<file path="src/rtl/drss_pkg.sv">
// types and constants of the drive run-state sequencer
// no dependencies
package drss_pkg;

  localparam int CmdW   = 2;
  localparam int RefW   = 32;
  localparam int FaultW = 48;
  localparam int MonW   = 7;
  localparam int ReqW   = 2;
  localparam int BrakeW = 4;
  localparam int ModeW  = 4;
  localparam int TolW   = 16;
  localparam int AddrW  = 4;
  localparam int DataW  = 64;

  localparam logic [CmdW-1:0] CMD_RUN  = 2'd1;
  localparam logic [CmdW-1:0] CMD_HALT = 2'd2;

  localparam logic [BrakeW-1:0] BRAKE_RELEASED = 4'd3;
  localparam logic [TolW-1:0]   TOL_RESET      = 16'd66;

  // register index is paddr bit 3 (8-byte spacing)
  localparam logic REG_FAULT_MASK = 1'b0;
  localparam logic REG_SETTLE_TOL = 1'b1;

  // monitor flag bit positions
  localparam int MON_INIT_CAL  = 0;
  localparam int MON_DRIVE_CAL = 1;
  localparam int MON_PWM_ON    = 2;
  localparam int MON_BRAKE_CTL = 3;
  localparam int MON_ACCEL     = 4;
  localparam int MON_DECEL     = 5;
  localparam int MON_FAULT_RST = 6;

  // operator request bit positions
  localparam int REQ_CAL  = 0;
  localparam int REQ_TUNE = 1;

  typedef enum logic [ModeW-1:0] {
    MODE_POWER_ON  = 4'd0,
    MODE_INIT_CAL  = 4'd1,
    MODE_DRIVE_CAL = 4'd2,
    MODE_STOP      = 4'd3,
    MODE_READY     = 4'd4,
    MODE_BRAKING   = 4'd5,
    MODE_ACCEL     = 4'd6,
    MODE_DECEL     = 4'd7,
    MODE_RUNNING   = 4'd8,
    MODE_TUNING    = 4'd9,
    MODE_FAULT     = 4'd10
  } mode_t;

  typedef struct packed {
    logic [FaultW-1:0] fault_ignore_mask;
    logic [TolW-1:0]   settle_tolerance;
  } drss_cfg_t;

  typedef struct packed {
    mode_t               mode;
    logic                run_flag;
    logic [RefW-1:0]     captured_reference;
  } drss_state_t;

  typedef struct packed {
    logic [CmdW-1:0]        command;
    logic signed [RefW-1:0] target_reference;
    logic signed [RefW-1:0] ramped_reference;
    logic [FaultW-1:0]      fault_bits;
    logic [MonW-1:0]        monitor_flags;
    logic [ReqW-1:0]        operator_requests;
    logic [BrakeW-1:0]      brake_step;
    logic                   tuning_done;
  } drss_item_t;

endpackage

</file>
<file path="src/rtl/drss_if.sv">
// valid/ready channel interfaces for sequencer input beats and result beats
// depends on drss_pkg
interface drss_item_if import drss_pkg::*; ();
  logic                   valid;
  logic                   ready;
  logic [CmdW-1:0]        command;
  logic signed [RefW-1:0] target_reference;
  logic signed [RefW-1:0] ramped_reference;
  logic [FaultW-1:0]      fault_bits;
  logic [MonW-1:0]        monitor_flags;
  logic [ReqW-1:0]        operator_requests;
  logic [BrakeW-1:0]      brake_step;
  logic                   tuning_done;

  modport source (
    output valid, command, target_reference, ramped_reference, fault_bits,
           monitor_flags, operator_requests, brake_step, tuning_done,
    input  ready
  );
  modport sink (
    input  valid, command, target_reference, ramped_reference, fault_bits,
           monitor_flags, operator_requests, brake_step, tuning_done,
    output ready
  );
endinterface

interface drss_result_if import drss_pkg::*; ();
  logic                   valid;
  logic                   ready;
  logic [ModeW-1:0]       drive_state;
  logic                   run_status;
  logic                   tuning_restart;
  logic signed [RefW-1:0] held_reference;

  modport source (
    output valid, drive_state, run_status, tuning_restart, held_reference,
    input  ready
  );
  modport sink (
    input  valid, drive_state, run_status, tuning_restart, held_reference,
    output ready
  );
endinterface

</file>
<file path="src/rtl/drive_run_state_sequencer_unit.sv">
// an accepted input beat is registered in the input stage, then its result in the result stage
// throughput: one beat per cycle while the result channel is not stalled, set by the combinational mode step logic
// reset (rst, synchronous): mode power on, run flag 0, held reference 0,
// fault mask 0, settle tolerance 66; both channel stages empty
module drive_run_state_sequencer_unit import drss_pkg::*; (
  input  logic             clk,
  input  logic             rst,
  input  logic             psel,
  input  logic             penable,
  input  logic             pwrite,
  input  logic [AddrW-1:0] paddr,
  input  logic [DataW-1:0] pwdata,
  output logic [DataW-1:0] prdata,
  output logic             pready,
  drss_item_if.sink        item,
  drss_result_if.source    result
);

  // configuration registers
  drss_cfg_t cfg;

  // input stage: one registered beat waiting for the step logic
  logic       s1_valid;
  drss_item_t s1_item;

  // sequencer state and its next value from the step logic
  drss_state_t state;
  drss_state_t state_next;
  logic        restart_next;

  // result stage
  logic        res_valid;
  mode_t       res_mode;
  logic        res_run;
  logic        res_restart;
  logic [RefW-1:0] res_held;

  logic out_free;
  logic step_fire;

  drss_cfg u_cfg (
    .clk     (clk),
    .rst     (rst),
    .psel    (psel),
    .penable (penable),
    .pwrite  (pwrite),
    .paddr   (paddr),
    .pwdata  (pwdata),
    .prdata  (prdata),
    .pready  (pready),
    .cfg     (cfg)
  );

  drss_step u_step (
    .cur     (state),
    .item    (s1_item),
    .cfg     (cfg),
    .nxt     (state_next),
    .restart (restart_next)
  );

  // result register is free when empty or being drained this cycle
  assign out_free   = !res_valid || result.ready;
  // the staged beat steps the machine when the result slot can take it
  assign step_fire  = s1_valid && out_free;
  // input stage refills whenever it is empty or moving on
  assign item.ready = !s1_valid || out_free;

  always_ff @(posedge clk) begin
    if (rst) begin
      s1_valid <= 1'b0;
    end else if (item.ready) begin
      s1_valid <= item.valid;
    end
  end

  always_ff @(posedge clk) begin
    if (item.valid && item.ready) begin
      s1_item.command           <= item.command;
      s1_item.target_reference  <= item.target_reference;
      s1_item.ramped_reference  <= item.ramped_reference;
      s1_item.fault_bits        <= item.fault_bits;
      s1_item.monitor_flags     <= item.monitor_flags;
      s1_item.operator_requests <= item.operator_requests;
      s1_item.brake_step        <= item.brake_step;
      s1_item.tuning_done       <= item.tuning_done;
    end
  end

  // machine state only moves when a beat is stepped
  always_ff @(posedge clk) begin
    if (rst) begin
      state.mode               <= MODE_POWER_ON;
      state.run_flag           <= 1'b0;
      state.captured_reference <= '0;
    end else if (step_fire) begin
      state <= state_next;
    end
  end

  always_ff @(posedge clk) begin
    if (rst) begin
      res_valid <= 1'b0;
    end else if (out_free) begin
      res_valid <= s1_valid;
    end
  end

  // result payload carries the state after the step
  always_ff @(posedge clk) begin
    if (step_fire) begin
      res_mode    <= state_next.mode;
      res_run     <= state_next.run_flag;
      res_restart <= restart_next;
      res_held    <= state_next.captured_reference;
    end
  end

  assign result.valid          = res_valid;
  assign result.drive_state    = ModeW'(res_mode);
  assign result.run_status     = res_run;
  assign result.tuning_restart = res_restart;
  assign result.held_reference = res_held;

endmodule

</file>
<file path="src/rtl/drss_cfg.sv">
// apb register bank: fault ignore mask and settle tolerance
// depends on drss_pkg
module drss_cfg import drss_pkg::*; (
  input  logic             clk,
  input  logic             rst,
  input  logic             psel,
  input  logic             penable,
  input  logic             pwrite,
  input  logic [AddrW-1:0] paddr,
  input  logic [DataW-1:0] pwdata,
  output logic [DataW-1:0] prdata,
  output logic             pready,
  output drss_cfg_t        cfg
);

  logic wr;
  logic sel;

  assign pready = 1'b1;
  assign sel    = paddr[3];
  assign wr     = psel && penable && pwrite && pready;

  always_ff @(posedge clk) begin
    if (rst) begin
      cfg.fault_ignore_mask <= '0;
      cfg.settle_tolerance  <= TOL_RESET;
    end else if (wr) begin
      if (sel == REG_FAULT_MASK) begin
        cfg.fault_ignore_mask <= pwdata[FaultW-1:0];
      end else begin
        cfg.settle_tolerance <= pwdata[TolW-1:0];
      end
    end
  end

  always_comb begin
    if (sel == REG_SETTLE_TOL) begin
      prdata = {{(DataW-TolW){1'b0}}, cfg.settle_tolerance};
    end else begin
      prdata = {{(DataW-FaultW){1'b0}}, cfg.fault_ignore_mask};
    end
  end

endmodule

</file>
<file path="src/rtl/drss_step.sv">
// next-state logic of the drive mode machine for one tick
// depends on drss_pkg
module drss_step import drss_pkg::*; (
  input  drss_state_t cur,
  input  drss_item_t  item,
  input  drss_cfg_t   cfg,
  output drss_state_t nxt,
  output logic        restart
);

  logic                   fault;
  mode_t                  mode;
  logic signed [RefW:0]   diff;
  logic signed [RefW:0]   tol;
  logic                   near;
  logic                   same;
  logic                   tgt_zero;
  logic                   is_run;
  logic                   is_stop;

  assign fault    = |(item.fault_bits & ~cfg.fault_ignore_mask);
  assign mode     = fault ? MODE_FAULT : cur.mode;
  assign diff     = {item.target_reference[RefW-1], item.target_reference}
                  - {item.ramped_reference[RefW-1], item.ramped_reference};
  assign tol      = $signed({{(RefW+1-TolW){1'b0}}, cfg.settle_tolerance});
  assign near     = (diff <= tol) && (diff >= -tol);
  assign same     = item.target_reference == item.ramped_reference;
  assign tgt_zero = item.target_reference == '0;
  assign is_run   = item.command == CMD_RUN;
  assign is_stop  = item.command == CMD_HALT;

  always_comb begin
    nxt      = cur;
    nxt.mode = mode;
    restart  = 1'b0;
    case (mode)
      MODE_POWER_ON: begin
        nxt.mode     = MODE_INIT_CAL;
        nxt.run_flag = 1'b0;
      end
      MODE_INIT_CAL: begin
        if (item.monitor_flags[MON_INIT_CAL]) nxt.mode = MODE_STOP;
      end
      MODE_DRIVE_CAL: begin
        if (!item.operator_requests[REQ_CAL] && item.monitor_flags[MON_DRIVE_CAL]) begin
          nxt.mode = MODE_STOP;
        end
      end
      MODE_STOP: begin
        if (is_run && !tgt_zero) begin
          if (item.monitor_flags[MON_PWM_ON]) begin
            nxt.mode = item.monitor_flags[MON_BRAKE_CTL] ? MODE_BRAKING : MODE_ACCEL;
          end
          nxt.run_flag = 1'b1;
        end else if (is_stop && !item.monitor_flags[MON_PWM_ON]) begin
          nxt.mode     = MODE_READY;
          nxt.run_flag = 1'b0;
        end
      end
      MODE_READY: begin
        if (is_run) begin
          nxt.mode     = MODE_STOP;
          nxt.run_flag = 1'b1;
        end else if (item.operator_requests[REQ_CAL]) begin
          nxt.mode     = MODE_DRIVE_CAL;
          nxt.run_flag = 1'b1;
        end else if (item.operator_requests[REQ_TUNE]) begin
          nxt.mode     = MODE_TUNING;
          nxt.run_flag = 1'b1;
          restart      = 1'b1;
        end
      end
      MODE_BRAKING: begin
        if (is_run && item.brake_step >= BRAKE_RELEASED) begin
          nxt.mode = MODE_ACCEL;
        end else if (is_stop) begin
          nxt.mode               = MODE_DECEL;
          nxt.captured_reference = item.ramped_reference;
        end
      end
      MODE_ACCEL: begin
        if (!item.monitor_flags[MON_ACCEL]) begin
          if (near) nxt.mode = MODE_RUNNING;
          else if (item.monitor_flags[MON_DECEL]) nxt.mode = MODE_DECEL;
        end
      end
      MODE_DECEL: begin
        if (same) begin
          if (tgt_zero) nxt.mode = MODE_STOP;
          else if (is_run) nxt.mode = MODE_RUNNING;
        end else if (item.monitor_flags[MON_ACCEL]) begin
          nxt.mode = MODE_ACCEL;
        end
      end
      MODE_RUNNING: begin
        if (same && tgt_zero) nxt.mode = MODE_STOP;
        else if (item.monitor_flags[MON_ACCEL]) nxt.mode = MODE_ACCEL;
        else if (item.monitor_flags[MON_DECEL]) nxt.mode = MODE_DECEL;
      end
      MODE_TUNING: begin
        if (!item.operator_requests[REQ_TUNE] && item.tuning_done) nxt.mode = MODE_STOP;
      end
      MODE_FAULT: begin
        nxt.run_flag = 1'b0;
        if (item.monitor_flags[MON_FAULT_RST]) nxt.mode = MODE_STOP;
      end
      default: begin
        nxt.mode = mode;
      end
    endcase
  end

endmodule

</file>
<file path="src/flat_wrapper.sv">
// flat-port wrapper written by rule: the top's interface ports become plain ports
module drive_run_state_sequencer_unit_flat import drss_pkg::*;
  (clk, rst, psel, penable, pwrite, paddr, pwdata, prdata, pready, item_valid, item_command, item_target_reference, item_ramped_reference, item_fault_bits, item_monitor_flags, item_operator_requests, item_brake_step, item_tuning_done, item_ready, result_valid, result_drive_state, result_run_status, result_tuning_restart, result_held_reference, result_ready);
  drss_item_if item_i ();
  drss_result_if result_i ();
  input  logic clk;
  input  logic rst;
  input  logic psel;
  input  logic penable;
  input  logic pwrite;
  input  logic [AddrW-1:0] paddr;
  input  logic [DataW-1:0] pwdata;
  output logic [DataW-1:0] prdata;
  output logic pready;
  input wire logic [$bits(item_i.valid)-1:0] item_valid;
  input wire logic [$bits(item_i.command)-1:0] item_command;
  input wire logic [$bits(item_i.target_reference)-1:0] item_target_reference;
  input wire logic [$bits(item_i.ramped_reference)-1:0] item_ramped_reference;
  input wire logic [$bits(item_i.fault_bits)-1:0] item_fault_bits;
  input wire logic [$bits(item_i.monitor_flags)-1:0] item_monitor_flags;
  input wire logic [$bits(item_i.operator_requests)-1:0] item_operator_requests;
  input wire logic [$bits(item_i.brake_step)-1:0] item_brake_step;
  input wire logic [$bits(item_i.tuning_done)-1:0] item_tuning_done;
  output wire logic [$bits(item_i.ready)-1:0] item_ready;
  output wire logic [$bits(result_i.valid)-1:0] result_valid;
  output wire logic [$bits(result_i.drive_state)-1:0] result_drive_state;
  output wire logic [$bits(result_i.run_status)-1:0] result_run_status;
  output wire logic [$bits(result_i.tuning_restart)-1:0] result_tuning_restart;
  output wire logic [$bits(result_i.held_reference)-1:0] result_held_reference;
  input wire logic [$bits(result_i.ready)-1:0] result_ready;
  assign item_i.valid = item_valid;
  assign item_i.command = item_command;
  assign item_i.target_reference = item_target_reference;
  assign item_i.ramped_reference = item_ramped_reference;
  assign item_i.fault_bits = item_fault_bits;
  assign item_i.monitor_flags = item_monitor_flags;
  assign item_i.operator_requests = item_operator_requests;
  assign item_i.brake_step = item_brake_step;
  assign item_i.tuning_done = item_tuning_done;
  assign item_ready = item_i.ready;
  assign result_valid = result_i.valid;
  assign result_drive_state = result_i.drive_state;
  assign result_run_status = result_i.run_status;
  assign result_tuning_restart = result_i.tuning_restart;
  assign result_held_reference = result_i.held_reference;
  assign result_i.ready = result_ready;
  drive_run_state_sequencer_unit u_core (.clk(clk), .rst(rst), .psel(psel), .penable(penable), .pwrite(pwrite), .paddr(paddr), .pwdata(pwdata), .prdata(prdata), .pready(pready), .item(item_i), .result(result_i));
endmodule
</file>
<file path="config.mk">
export PLATFORM = sky130hd
export DESIGN_NAME = drive_run_state_sequencer_unit_flat
export DESIGN_NICKNAME = d
export VERILOG_FILES = /design/src/rtl/drss_pkg.sv /design/src/rtl/drss_if.sv /design/src/rtl/drive_run_state_sequencer_unit.sv /design/src/rtl/drss_cfg.sv /design/src/rtl/drss_step.sv /design/src/flat_wrapper.sv
export SDC_FILE = /design/constraint.sdc
export NUM_CORES = 1
export LEC_CHECK = 0
export BUFFER_PORTS_ARGS = -buffer_cell sky130_fd_sc_hd__clkbuf_2
export CORE_UTILIZATION = 56
export CTS_BUF_LIST = sky130_fd_sc_hd__clkbuf_8 sky130_fd_sc_hd__clkbuf_16
export DETAILED_ROUTE_END_ITERATION = 10
export PLACE_DENSITY = 0.93
export SLEW_MARGIN = 20
export SYNTH_ARGS = -nofsm -noshare
export SYNTH_HDL_FRONTEND = slang
export SYNTH_SLANG_ARGS = --single-unit
</file>
<file path="constraint.sdc">
create_clock -name clk -period 7.3 [get_ports clk]
set_input_delay 0.73 -clock clk [delete_from_list [all_inputs] [get_ports clk]]
set_output_delay 0.73 -clock clk [all_outputs]
set_load 0.1 [all_outputs]
</file>
Word level (Yosys, flattened, before mapping)
Index checks and enable logic that the tools add are counted.
{"block": "word_totals", "output_inout_bits": 105, "inputBits": 203, "reg_bits": 269}
{"block": "op_classes", "reduce_logical": 26, "eq_ne": 13, "bitwise": 4, "add_sub_neg": 2, "n_mux": 30, "n_lt_le_gt_ge": 3}
{"operator": "32-bit two-way mux", "n": 3}
{"operator": "4-bit two-way mux", "n": 17}
{"operator": "48-bit bitwise AND", "n": 1}
{"operator": "48-bit two-way mux", "n": 1}
{"operator": "48-bit NOT", "n": 1}
{"operator": "48-bit OR reduction", "n": 1}
{"operator": "4-bit case mux with 11 select lines", "n": 1}
{"operator": "33-bit greater-or-equal comparator", "n": 1}
{"operator": "33-bit by 17-bit less-or-equal comparator with 1-bit output", "n": 1}
{"operator": "16-bit negator with 33-bit output", "n": 1}
{"operator": "32-bit by 32-bit subtractor with 33-bit output", "n": 1}
{"operator": "32-bit == test", "n": 1}
{"operator": "32-bit logical NOT", "n": 1}
{"operator": "5-bit two-way mux", "n": 5}
{"operator": "4-bit by 3-bit == test with 1-bit output, second input constant", "n": 4}
{"operator": "4-bit == test, second input constant", "n": 3}
{"operator": "1-bit logical AND", "n": 11}
{"operator": "4-bit by 2-bit == test with 1-bit output, second input constant", "n": 2}
{"operator": "1-bit logical NOT", "n": 6}
{"operator": "4-bit by 1-bit == test with 1-bit output, second input constant", "n": 1}
{"operator": "4-bit by 2-bit greater-or-equal comparator with 1-bit output, second input constant", "n": 1}
{"operator": "4-bit logical NOT", "n": 1}
{"operator": "2-bit AND reduction", "n": 2}
{"operator": "1-bit case mux with 3 select lines", "n": 1}
{"operator": "8 further kinds", "n": 10}

Longest topological paths before layout
Gate-level depths: netlist (run 1).
{"block": "depth", "word_depth": 8, "depth_mapped": 22, "depth_no_buf": 22}

Hierarchy
A second synthesis (run 1) with hierarchy kept.
{"block": "unflattened", "cells_unflattened": 1390, "area_unflattened_um2": 14826.7}
{"mod": "drive_run_state_sequencer_unit", "n_inst": 1, "area_each_um2": 6741.5, "seq_area_each_um2": 5765.5, "cells_each": 336}
{"mod": "drss_step", "n_inst": 1, "area_each_um2": 4803.4, "seq_area_each_um2": 0.0, "cells_each": 719}
{"mod": "drss_cfg", "n_inst": 1, "area_each_um2": 3281.9, "seq_area_each_um2": 1281.2, "cells_each": 335}

Worst setup path before layout (run 1)
No wires, ideal clock.
{"block": "synth_path", "path_kind": "flip-flop to flip-flop", "start": "register u_core.res_valid (netlist: u_core.result.valid)", "end": "register u_core.s1_item[0] in the netlist's numbering, enable pin", "stages_incl_launch_ff": 4, "path_slack_ns": 2.127, "arrival_ns": 4.672, "setup_time_ns": 0.501, "cell_sequence": "dfxtp_1 nor2b_1 nand2_1 and2_1"}
{"block": "synth_between", "elab_chain_len": 4}
{"item": "from (decl)", "line_no": "drive_run_state_sequencer_unit.sv:32", "text": "logic res_valid;"}
{"item": "from (signal assigned)", "line_no": "drive_run_state_sequencer_unit.sv:105", "text": "res_valid <= s1_valid;"}
{"item": "1-bit logical NOT", "line_no": "drive_run_state_sequencer_unit.sv:63", "text": "assign out_free = !res_valid || result.ready;"}
{"item": "1-bit logical OR", "line_no": "drive_run_state_sequencer_unit.sv:63"}
{"item": "1-bit logical OR", "line_no": "drive_run_state_sequencer_unit.sv:67", "text": "assign item.ready = !s1_valid || out_free;"}
{"item": "named net item_ready", "line_no": "flat_wrapper.sv:24", "text": "output wire logic [$bits(item_i.ready)-1:0] item_ready;"}
{"item": "1-bit logical AND", "line_no": "drive_run_state_sequencer_unit.sv:78", "text": "if (item.valid && item.ready) begin"}
{"item": "to (decl)", "line_no": "drive_run_state_sequencer_unit.sv:24", "text": "drss_item_t s1_item;"}
The timed path passes the listed nets, and every way through them passes these cells.
A chain may end at the register's enable or synchronous reset.

Final worst setup path (run 1)
{"block": "layout_path", "start": "register u_core.s1_item[94] in the netlist's numbering", "end": "register u_core.state[33] in the netlist's numbering"}
{"block": "layout_between", "elab_chain_len": 6, "elab_cells_between_ends": 16, "classes_between": "1 x add/sub; 2 x order compare; 1 x eq/ne; 7 x mux; 5 x reduce/logical"}
{"item": "32-bit by 32-bit subtractor with 33-bit output", "line_no": "drss_step.sv:24", "text": "- {item.ramped_reference[RefW-1], item.ramped_reference};"}
{"item": "33-bit by 17-bit less-or-equal comparator with 1-bit output / 33-bit greater-or-equal comparator (equally long branches)", "line_no": "drss_step.sv:26", "text": "assign near = (diff <= tol) && (diff >= -tol);"}
{"item": "1-bit logical AND", "line_no": "drss_step.sv:26"}
{"item": "4-bit two-way mux", "line_no": "drss_step.sv:83", "text": "if (near) nxt.mode = MODE_RUNNING;"}
{"item": "4-bit two-way mux", "line_no": "drss_step.sv:82", "text": "if (!item.monitor_flags[MON_ACCEL]) begin"}
{"item": "4-bit case mux with 11 select lines (*)", "line_no": "drss_step.sv:36", "text": "case (mode)"}
{"item": "to (signal assigned)", "line_no": "drive_run_state_sequencer_unit.sv:97", "text": "state <= state_next;"}
{"item": "to (decl)", "line_no": "drive_run_state_sequencer_unit.sv:27", "text": "drss_state_t state;"}
Mark *: on every way between the ends. The rest lies on a longest branch, timed or not.

==> flow_summary.ini, run 1 <==
[timing]
worst_pin_slew_ns = 1.08
fin_crit_sh_pct = 76.1
finalSetupTns_ns = 0
period_minus_slack_ns = 5.55
slew_headroom_pct = 28.2
rsz0062_at_grt = no
finalHoldViolCount = 0
finClkSkew_ns = 0.0404
whs_ns = 0.324
setup_viol = 0
fmax_mhz = 180
drv_slew = 0

[worst_hold_path]
min_path_type = primary input to flop
worstHoldStart = item_fault_bits[41]
hold_depth = 1
whs_endpoint = u_core.s1_item[55]

[route]
drc = 0
ant_nets = 0
vias = 11700
vias_per_cell = 5.80
dr.pass1.iters = 5
routed_wl_mm = 37.1
drt_iter0_drc = 909
post_drt_wl_per_cell_um = 18.3

[synth]
synth_top_area_cell = edfxtp_1
ys_types = 73
synth_edf_count = 166
synthTopCellsByCount = nand2_1, edfxtp_1, a21oi_1, nor2_1, inv_1
netlist.area_leader.share_pct = 35.5
yosysMostFrequentCell = nand2_1
synth_area_leaders = edfxtp_1, dfxtp_1, ha_1, nand2_1, a21oi_1
synth-seq-cells = 269
ys.flop_type = edfxtp_1
yosys_warnings = 0
synth_area_sq_um = 14100
seq_area_frac_synth_pct = 50.2
syn_inst = 1431
syn-mean-instance-area_sq_um = 9.82
async_reset_ff_share_pct = 0

[final_layout]
diodes = 0
fillCellCount = 1775
nets = 1962
layout-drive-gt1-share_pct = 21.4
syn_to_final_growth_pct = 17.1
instances_no_fill = 2023
final_cell_area_sq_um = 16500

[die]
start_util_pct = 57.4
die_w_um = 160
die_h_um = 160
num_io_pins = 308
die_area_sq_um = 25700
core-area_sq_um = 24500
rows = 57

[place]
place_congestion = 0.948
portBuffers = 271
place_hpwl_mm = 26.5
dp_cells = 1970
placed_cell_area_sq_um = 15500

[setup_path]
path_delay_family = compound AO/OA/AOI/OAI gates
rrSetupSlack_ns = 1.75
critPathMaxStageDelay_ns = 0.78
cp-start-kind = flop
cp-end-kind = flop
critPathSlowestCell = a221oi_1
rr_endpoint = u_core.state[33]
cpMostUsedCell = a21oi_1
path_class = flop to flop
cp_data_arrival_time_ns = 6.03
path_cells = inv_1 -> ha_1 -> inv_1 -> fa_1 -> a21o_1 -> a221o_1 -> a221oi_2 -> o41ai_2 -> o2111ai_1 -> and3_2 -> xnor2_1 -> ha_1 -> a21o_1 -> a21oi_1 -> o21ai_0 -> a31oi_1 -> a21oi_1 -> a21oi_1 -> mux2i_1 -> a221oi_1 -> o21ai_0 -> a311oi_1
worst_ep_required_time_ns = 7.78
path_buf_inv = 2
reg2reg_depth = 22
r2r_start = u_core.s1_item[94]
cp_num_cells = 22
cp_max_fo = 4

[grt]
overflow = 0
grt_max_degree = 81
track_usage_pct = 28.5
antenna_found_initial = 0
grt_pass1_vias = 11700
grt_pass1_wl_mm = 58.6

[clock_tree]
root_buffer = clkbuf_16
ctsResizeCount = 0
ctsHoldBuffers = 0
htreeDepth = 1
cts_setup_buffers = 0
clock-sinks = 269
cts_tree = yes
insertion_delay_ns = 0.58
cts_buffers = 28
clk_path_buf_depth = 3
cts.reportedPaths.clkPinSlew_ns = 0.06

[pwr]
powerDensity_nw_per_um2 = 234
vdd_drop_max_mv = 0.197
power.static_leakage_nw = 6.98
total_power_mw = 3.85

[job]
drv_cap = 0

[status]
status = completed
report_power, final:
group / leakage, nW / switching [mW] / total (mW) / internal [mW]
Clock: 0.499 / 0.598 / 1.40 / 0.806
Sequential: 2.45 / 0.0450 / 1.74 / 1.70
Combinational: 4.04 / 0.482 / 0.707 / 0.225
worst reg2reg max path: stages, from the launching register on:
cell,delay (ns)
edfxtp_1,0.40
inv_1,0.07
ha_1,0.15
inv_1,0.05
fa_1,0.40
a21o_1,0.21
a221o_1,0.37
a221oi_2,0.44
o41ai_2,0.15
o2111ai_1,0.20
and3_2,0.24
xnor2_1,0.16
ha_1,0.29
a21o_1,0.16
a21oi_1,0.13
o21ai_0,0.10
a31oi_1,0.23
a21oi_1,0.10
a21oi_1,0.16
mux2i_1,0.10
a221oi_1,0.78
o21ai_0,0.24
a311oi_1,0.33
layout by cell type, fill, tap and decap left out, types with 5 or more instances in the layout:
| master | n |
|---|---|
| a211oi_1 | 6 |
| a21o_1 | 18 |
| a21oi_1 | 125 |
| a31oi_1 | 10 |
| and2_1 | 5 |
| and3_1 | 6 |
| buf_4 | 8 |
| clkbuf_16 | 31 |
| clkbuf_2 | 270 |
| conb_1 | 17 |
| dfxtp_1 | 103 |
| edfxtp_1 | 166 |
| ha_1 | 81 |
| inv_1 | 117 |
| mux2_1 | 30 |
| mux2_2 | 18 |
| nand2_1 | 180 |
| nand2b_1 | 13 |
| nand3_1 | 22 |
| nand4_1 | 21 |
| nor2_1 | 122 |
| nor2b_1 | 46 |
| nor3_1 | 60 |
| nor4_1 | 22 |
| o21a_1 | 10 |
| o21ai_0 | 35 |
| o221ai_1 | 6 |
| o22ai_1 | 16 |
| or3_1 | 10 |
| xnor2_1 | 27 |
| xor2_1 | 11 |
layout make-up:
cell class              instances  area [sq um]  share of cell area [%]
flip-flops and latches        269          7050                    42.8
multi-input cells             991          6230                    37.9
repair buffers                279          1430                    8.70
clock buffers                  35           831                    5.05
inverters                     108           405                    2.46
well taps                     324           405                    2.46
clock inverters                17           103                   0.623
worst max path at each step:
stage | endpoint | slack [ns] | start
3_5_place_dp | u_core.state[33] | 1.93 | u_core.s1_item[94]
4_1_cts | u_core.state[33] | 1.92 | u_core.s1_item[94]
5_1_grt | u_core.state[33] | 1.54 | u_core.s1_item[94]
6_report | u_core.state[33] | 1.75 | u_core.s1_item[94]
3_3_place_gp | u_core.state[33] | 2.00 | u_core.s1_item[94]
2_1_floorplan | u_core.s1_item[0] | 2.13 | u_core.result.valid
kinds of logic (layout without fill, tap and decap cells):
group / count (synthesis) / count (layout) / synth area share [%]
simple gates: 524 / 524 / 17.5
compound gates: 280 / 280 / 12.6
flops: 269 / 269 / 50.2
buf+inv: 186 / 439 / 6.02
fa+ha+maj: 82 / 82 / 7.36
mux: 50 / 50 / 3.99
xor+xnor: 38 / 38 / 2.37
other cells: 2 / 17 / 0.0534
sequential cells by signal (all words and copies together), names as in the netlist:
name,cells
u_core.s1_valid,1
u_core.u_cfg.cfg,64
u_core.result.tuning_restart,1
u_core.result.run_status,1
u_core.result.valid,1
u_core.result.drive_state,4
u_core.s1_item,128
u_core.result.held_reference,32
u_core.state,37
through the flow:
step,setup WS [ns],utilization [%]
4_1_cts,1.92,67.2
5_1_grt,1.54,67.3
6_report,1.75,67.3
2_1_floorplan,2.13,-
3_3_place_gp,2.00,63.4
3_5_place_dp,1.93,63.4
routing by layer:
| metal | GRT usage [%] | vias up | routed length (um) |
|---|---|---|---|
| met5 | 0 | - | 0 |
| met4 | 13.0 | 0 | 1720 |
| met3 | 5.06 | 129 | 2660 |
| met2 | 50.3 | 564 | 18400 |
| met1 | 33.8 | 5495 | 14300 |
| li1 | - | 5537 | - |
Power figures use the tool's default switching activity.
==> run 2: changes to the inputs <==
--- a/config.mk
+++ b/config.mk
@@ -5,11 +5,12 @@
 export SDC_FILE = /design/constraint.sdc
 export NUM_CORES = 1
 export LEC_CHECK = 0
+export ABC_AREA = 1
 export BUFFER_PORTS_ARGS = -buffer_cell sky130_fd_sc_hd__clkbuf_2
-export CORE_UTILIZATION = 56
+export CORE_UTILIZATION = 50
 export CTS_BUF_LIST = sky130_fd_sc_hd__clkbuf_8 sky130_fd_sc_hd__clkbuf_16
 export DETAILED_ROUTE_END_ITERATION = 10
-export PLACE_DENSITY = 0.93
+export PLACE_DENSITY = 0.88
 export SLEW_MARGIN = 20
 export SYNTH_ARGS = -nofsm -noshare
 export SYNTH_HDL_FRONTEND = slang
==> constraint.sdc (replaced) <==
create_clock -name clk -period 5 [get_ports clk]
set_input_delay 0.5 -clock clk [delete_from_list [all_inputs] [get_ports clk]]
set_output_delay 0.5 -clock clk [all_outputs]
set_load 0.1 [all_outputs]
==> run 2 against run 1 <==
  * Count of clock-buffer cells in the layout up 2
  * Worst setup slack worse by 1.0 ns
  * Routed wire length rose by 1.9%
  * Final cell count grew 20%
  * Sequential power up 46%
  * Synthesized area is 3.6% higher
  * Critical path depth rose by 5
  * Critical path type unchanged
  * Total power up 53%
  * Largest cell class unchanged
  * Sequential cell count unchanged
==> flow_summary.ini, run 2 <==
[synth]
netlist.area_leader.share_pct = 34.2
synth-seq-cells = 269
yosys_warnings = 0
synthXorXnorAreaFrac_pct = 1.68
synth_fa_ha_area_share_pct = 7.10
synth_compound_area_share_pct = 14.5
synth_area_sq_um = 14600
yosys.area_share.simple_pct = 18.2
async_reset_ff_share_pct = 0
synth_top_family_by_area = simple AND/OR/NAND/NOR gates
syn-mean-instance-area_sq_um = 8.30
ys_types = 45
synthMuxAreaShare_pct = 0
syn_inst = 1754
synth_edf_count = 166
synth_area_leaders = edfxtp_1, dfxtp_1, nand2_1, inv_1, ha_1
yosysMostFrequentCell = nand2_1
synth_top_area_cell = edfxtp_1
seq_area_frac_synth_pct = 48.4
ys.flop_type = edfxtp_1
synthTopCellsByCount = nand2_1, inv_1, edfxtp_1, a21oi_1, nor2_1

[die]
die_h_um = 173
start_util_pct = 50.7
core-area_sq_um = 28700
die_area_sq_um = 29800
num_io_pins = 308
die_w_um = 173
rows = 62

[grt]
grt_max_degree = 129
grt_pass1_vias = 12400
track_usage_pct = 25.0
grt_pass1_wl_mm = 60.9
antenna_found_initial = 0
overflow = 0

[pwr]
total_power_mw = 5.90
power.static_leakage_nw = 8.17
vdd_drop_max_mv = 0.365
powerDensity_nw_per_um2 = 342

[timing]
finClkSkew_ns = 0.0111
worst_pin_slew_ns = 0.966
whs_ns = 0.130
fin_crit_sh_pct = 85.2
finalHoldViolCount = 0
drv_slew = 0
fmax_mhz = 235
rsz0062_at_grt = no
slew_headroom_pct = 35.5
finalSetupTns_ns = 0
setup_viol = 0
period_minus_slack_ns = 4.26

[route]
drc = 0
vias = 12700
ant_nets = 0
routed_wl_mm = 37.8
drt_iter0_drc = 833
dr.pass1.iters = 6
post_drt_wl_per_cell_um = 15.6
vias_per_cell = 5.24

[clock_tree]
htreeDepth = 1
clk_path_buf_depth = 3
insertion_delay_ns = 0.54
root_buffer = clkbuf_16
clock-sinks = 269
cts.reportedPaths.clkPinSlew_ns = 0.07
cts_tree = yes
cts_buffers = 28

[place]
place_hpwl_mm = 28.0
place_congestion = 0.915
portBuffers = 271

[job]
drv_cap = 0

[final_layout]
fillCellCount = 2436
top_register = u_core.s1_item
layout_common_cells = nand2_1, inv_1, clkbuf_2
reg_top3 = u_core.s1_item x128, u_core.u_cfg.cfg x64, u_core.state x37
layout-drive-gt1-share_pct = 19.1
syn_to_final_growth_pct = 18.3
final_common_cell = nand2_1
nets = 2301
diodes = 0
largest_register_ff_count = 128

[setup_path]
cp-start-kind = flop
cp_max_fo = 4
cp_data_arrival_time_ns = 4.56
worst_ep_required_time_ns = 5.29
path_class = flop to flop
cp-end-kind = flop

[status]
status = completed

[worst_hold_path]
min_path_type = primary input to flop
## run 2: changes by cell type after synthesis, moves of 36 or more
cell	delta
a21oi_1	+36
nor2b_1	-47
nor2_1	+38
nand3_1	+49
nand2_1	+158
inv_1	+180
o21ai_0	+75
nor3_1	-37
## run 2: path summary, 6_finish.rpt
path                                                 from                           end  depth (start not counted)  slack (ns)
worst max-delay path                   u_core.s1_item[94]  u_core.result.drive_state[1]                         27        0.74
worst min-delay path            item_ramped_reference[17]            u_core.s1_item[79]                          1        0.13
worst max register to register         u_core.s1_item[94]  u_core.result.drive_state[1]                         27        0.74
worst min register to register       u_core.u_cfg.cfg[54]          u_core.u_cfg.cfg[54]                          2        0.46
## run 2: stage by stage
stage          util [%]  instances  worst slack (ns)  cell area (sq um)
2_1_floorplan         -       1769             0.300              14600
3_3_place_gp       56.4       2369             0.679              16200
3_5_place_dp       56.4       2369             0.644              16200
4_1_cts            59.9       2421             0.626              17200
5_1_grt            60.0       2422            0.0952              17200
6_report           60.0       2422             0.739              17200
## run 2: report_power, final
group	switching, mW	internal (mW)	leakage [nW]	total [mW]
clock	0.864	1.37	0.518	2.24
combinational	0.802	0.318	5.20	1.12
sequential	0.0523	2.49	2.45	2.54
total	1.72	4.18	8.17	5.90
## run 2: cell families after synthesis
kind of cell / Yosys count
compound gates: 375
xor+xnor: 28
fa+ha+maj: 82
buf+inv: 362
flops: 269
other cells: 2
simple gates: 636
## run 2: layer usage
layer  global-route usage (%)  up-vias  part of all wire, %
li1                         -     6281                    -
met1                     31.4     5781                   42
met3                     2.99       97                  6.1
met2                     44.2      539                   49
met5                        0        -                    0
met4                     9.00        0                  3.4
## run 2: final cells by class
cell class                 count  area, sq um  share of cell area (%)
clock inverter                15          154                   0.893
sequential                   269         7050                    40.9
tap                          384          480                    2.79
timing repair buffer         278         1430                    8.32
multi-input combinational   1138         6110                    35.5
clock buffer                  37          870                    5.05
inverter                     301         1130                    6.57
## run 2: worst max-delay path, stage by stage (launching register included)
cell,delay (ns)
edfxtp_1,0.38
inv_1,0.07
ha_1,0.15
inv_1,0.08
fa_1,0.47
nand3_1,0.11
nand2_1,0.14
nand2_1,0.09
nand2_1,0.11
nand3_1,0.10
nand2_1,0.10
xor2_1,0.32
ha_1,0.32
a21oi_1,0.17
a21boi_0,0.25
nand2_1,0.08
nand2_1,0.06
nand2_1,0.04
nand2_1,0.06
nand3_1,0.09
nor3_1,0.20
nand4_1,0.11
nand2_1,0.10
nand3_1,0.09
nand2_1,0.15
nand2_1,0.07
nand2_1,0.08
inv_1,0.04
## run 2: timing repair
action | 4_1_cts | 5_1_grt
buffers inserted | 0 | 0
hold buffers | 0 | 0
gates resized for setup | 0 | 2
endpoints found under the setup margin | 0 | 5
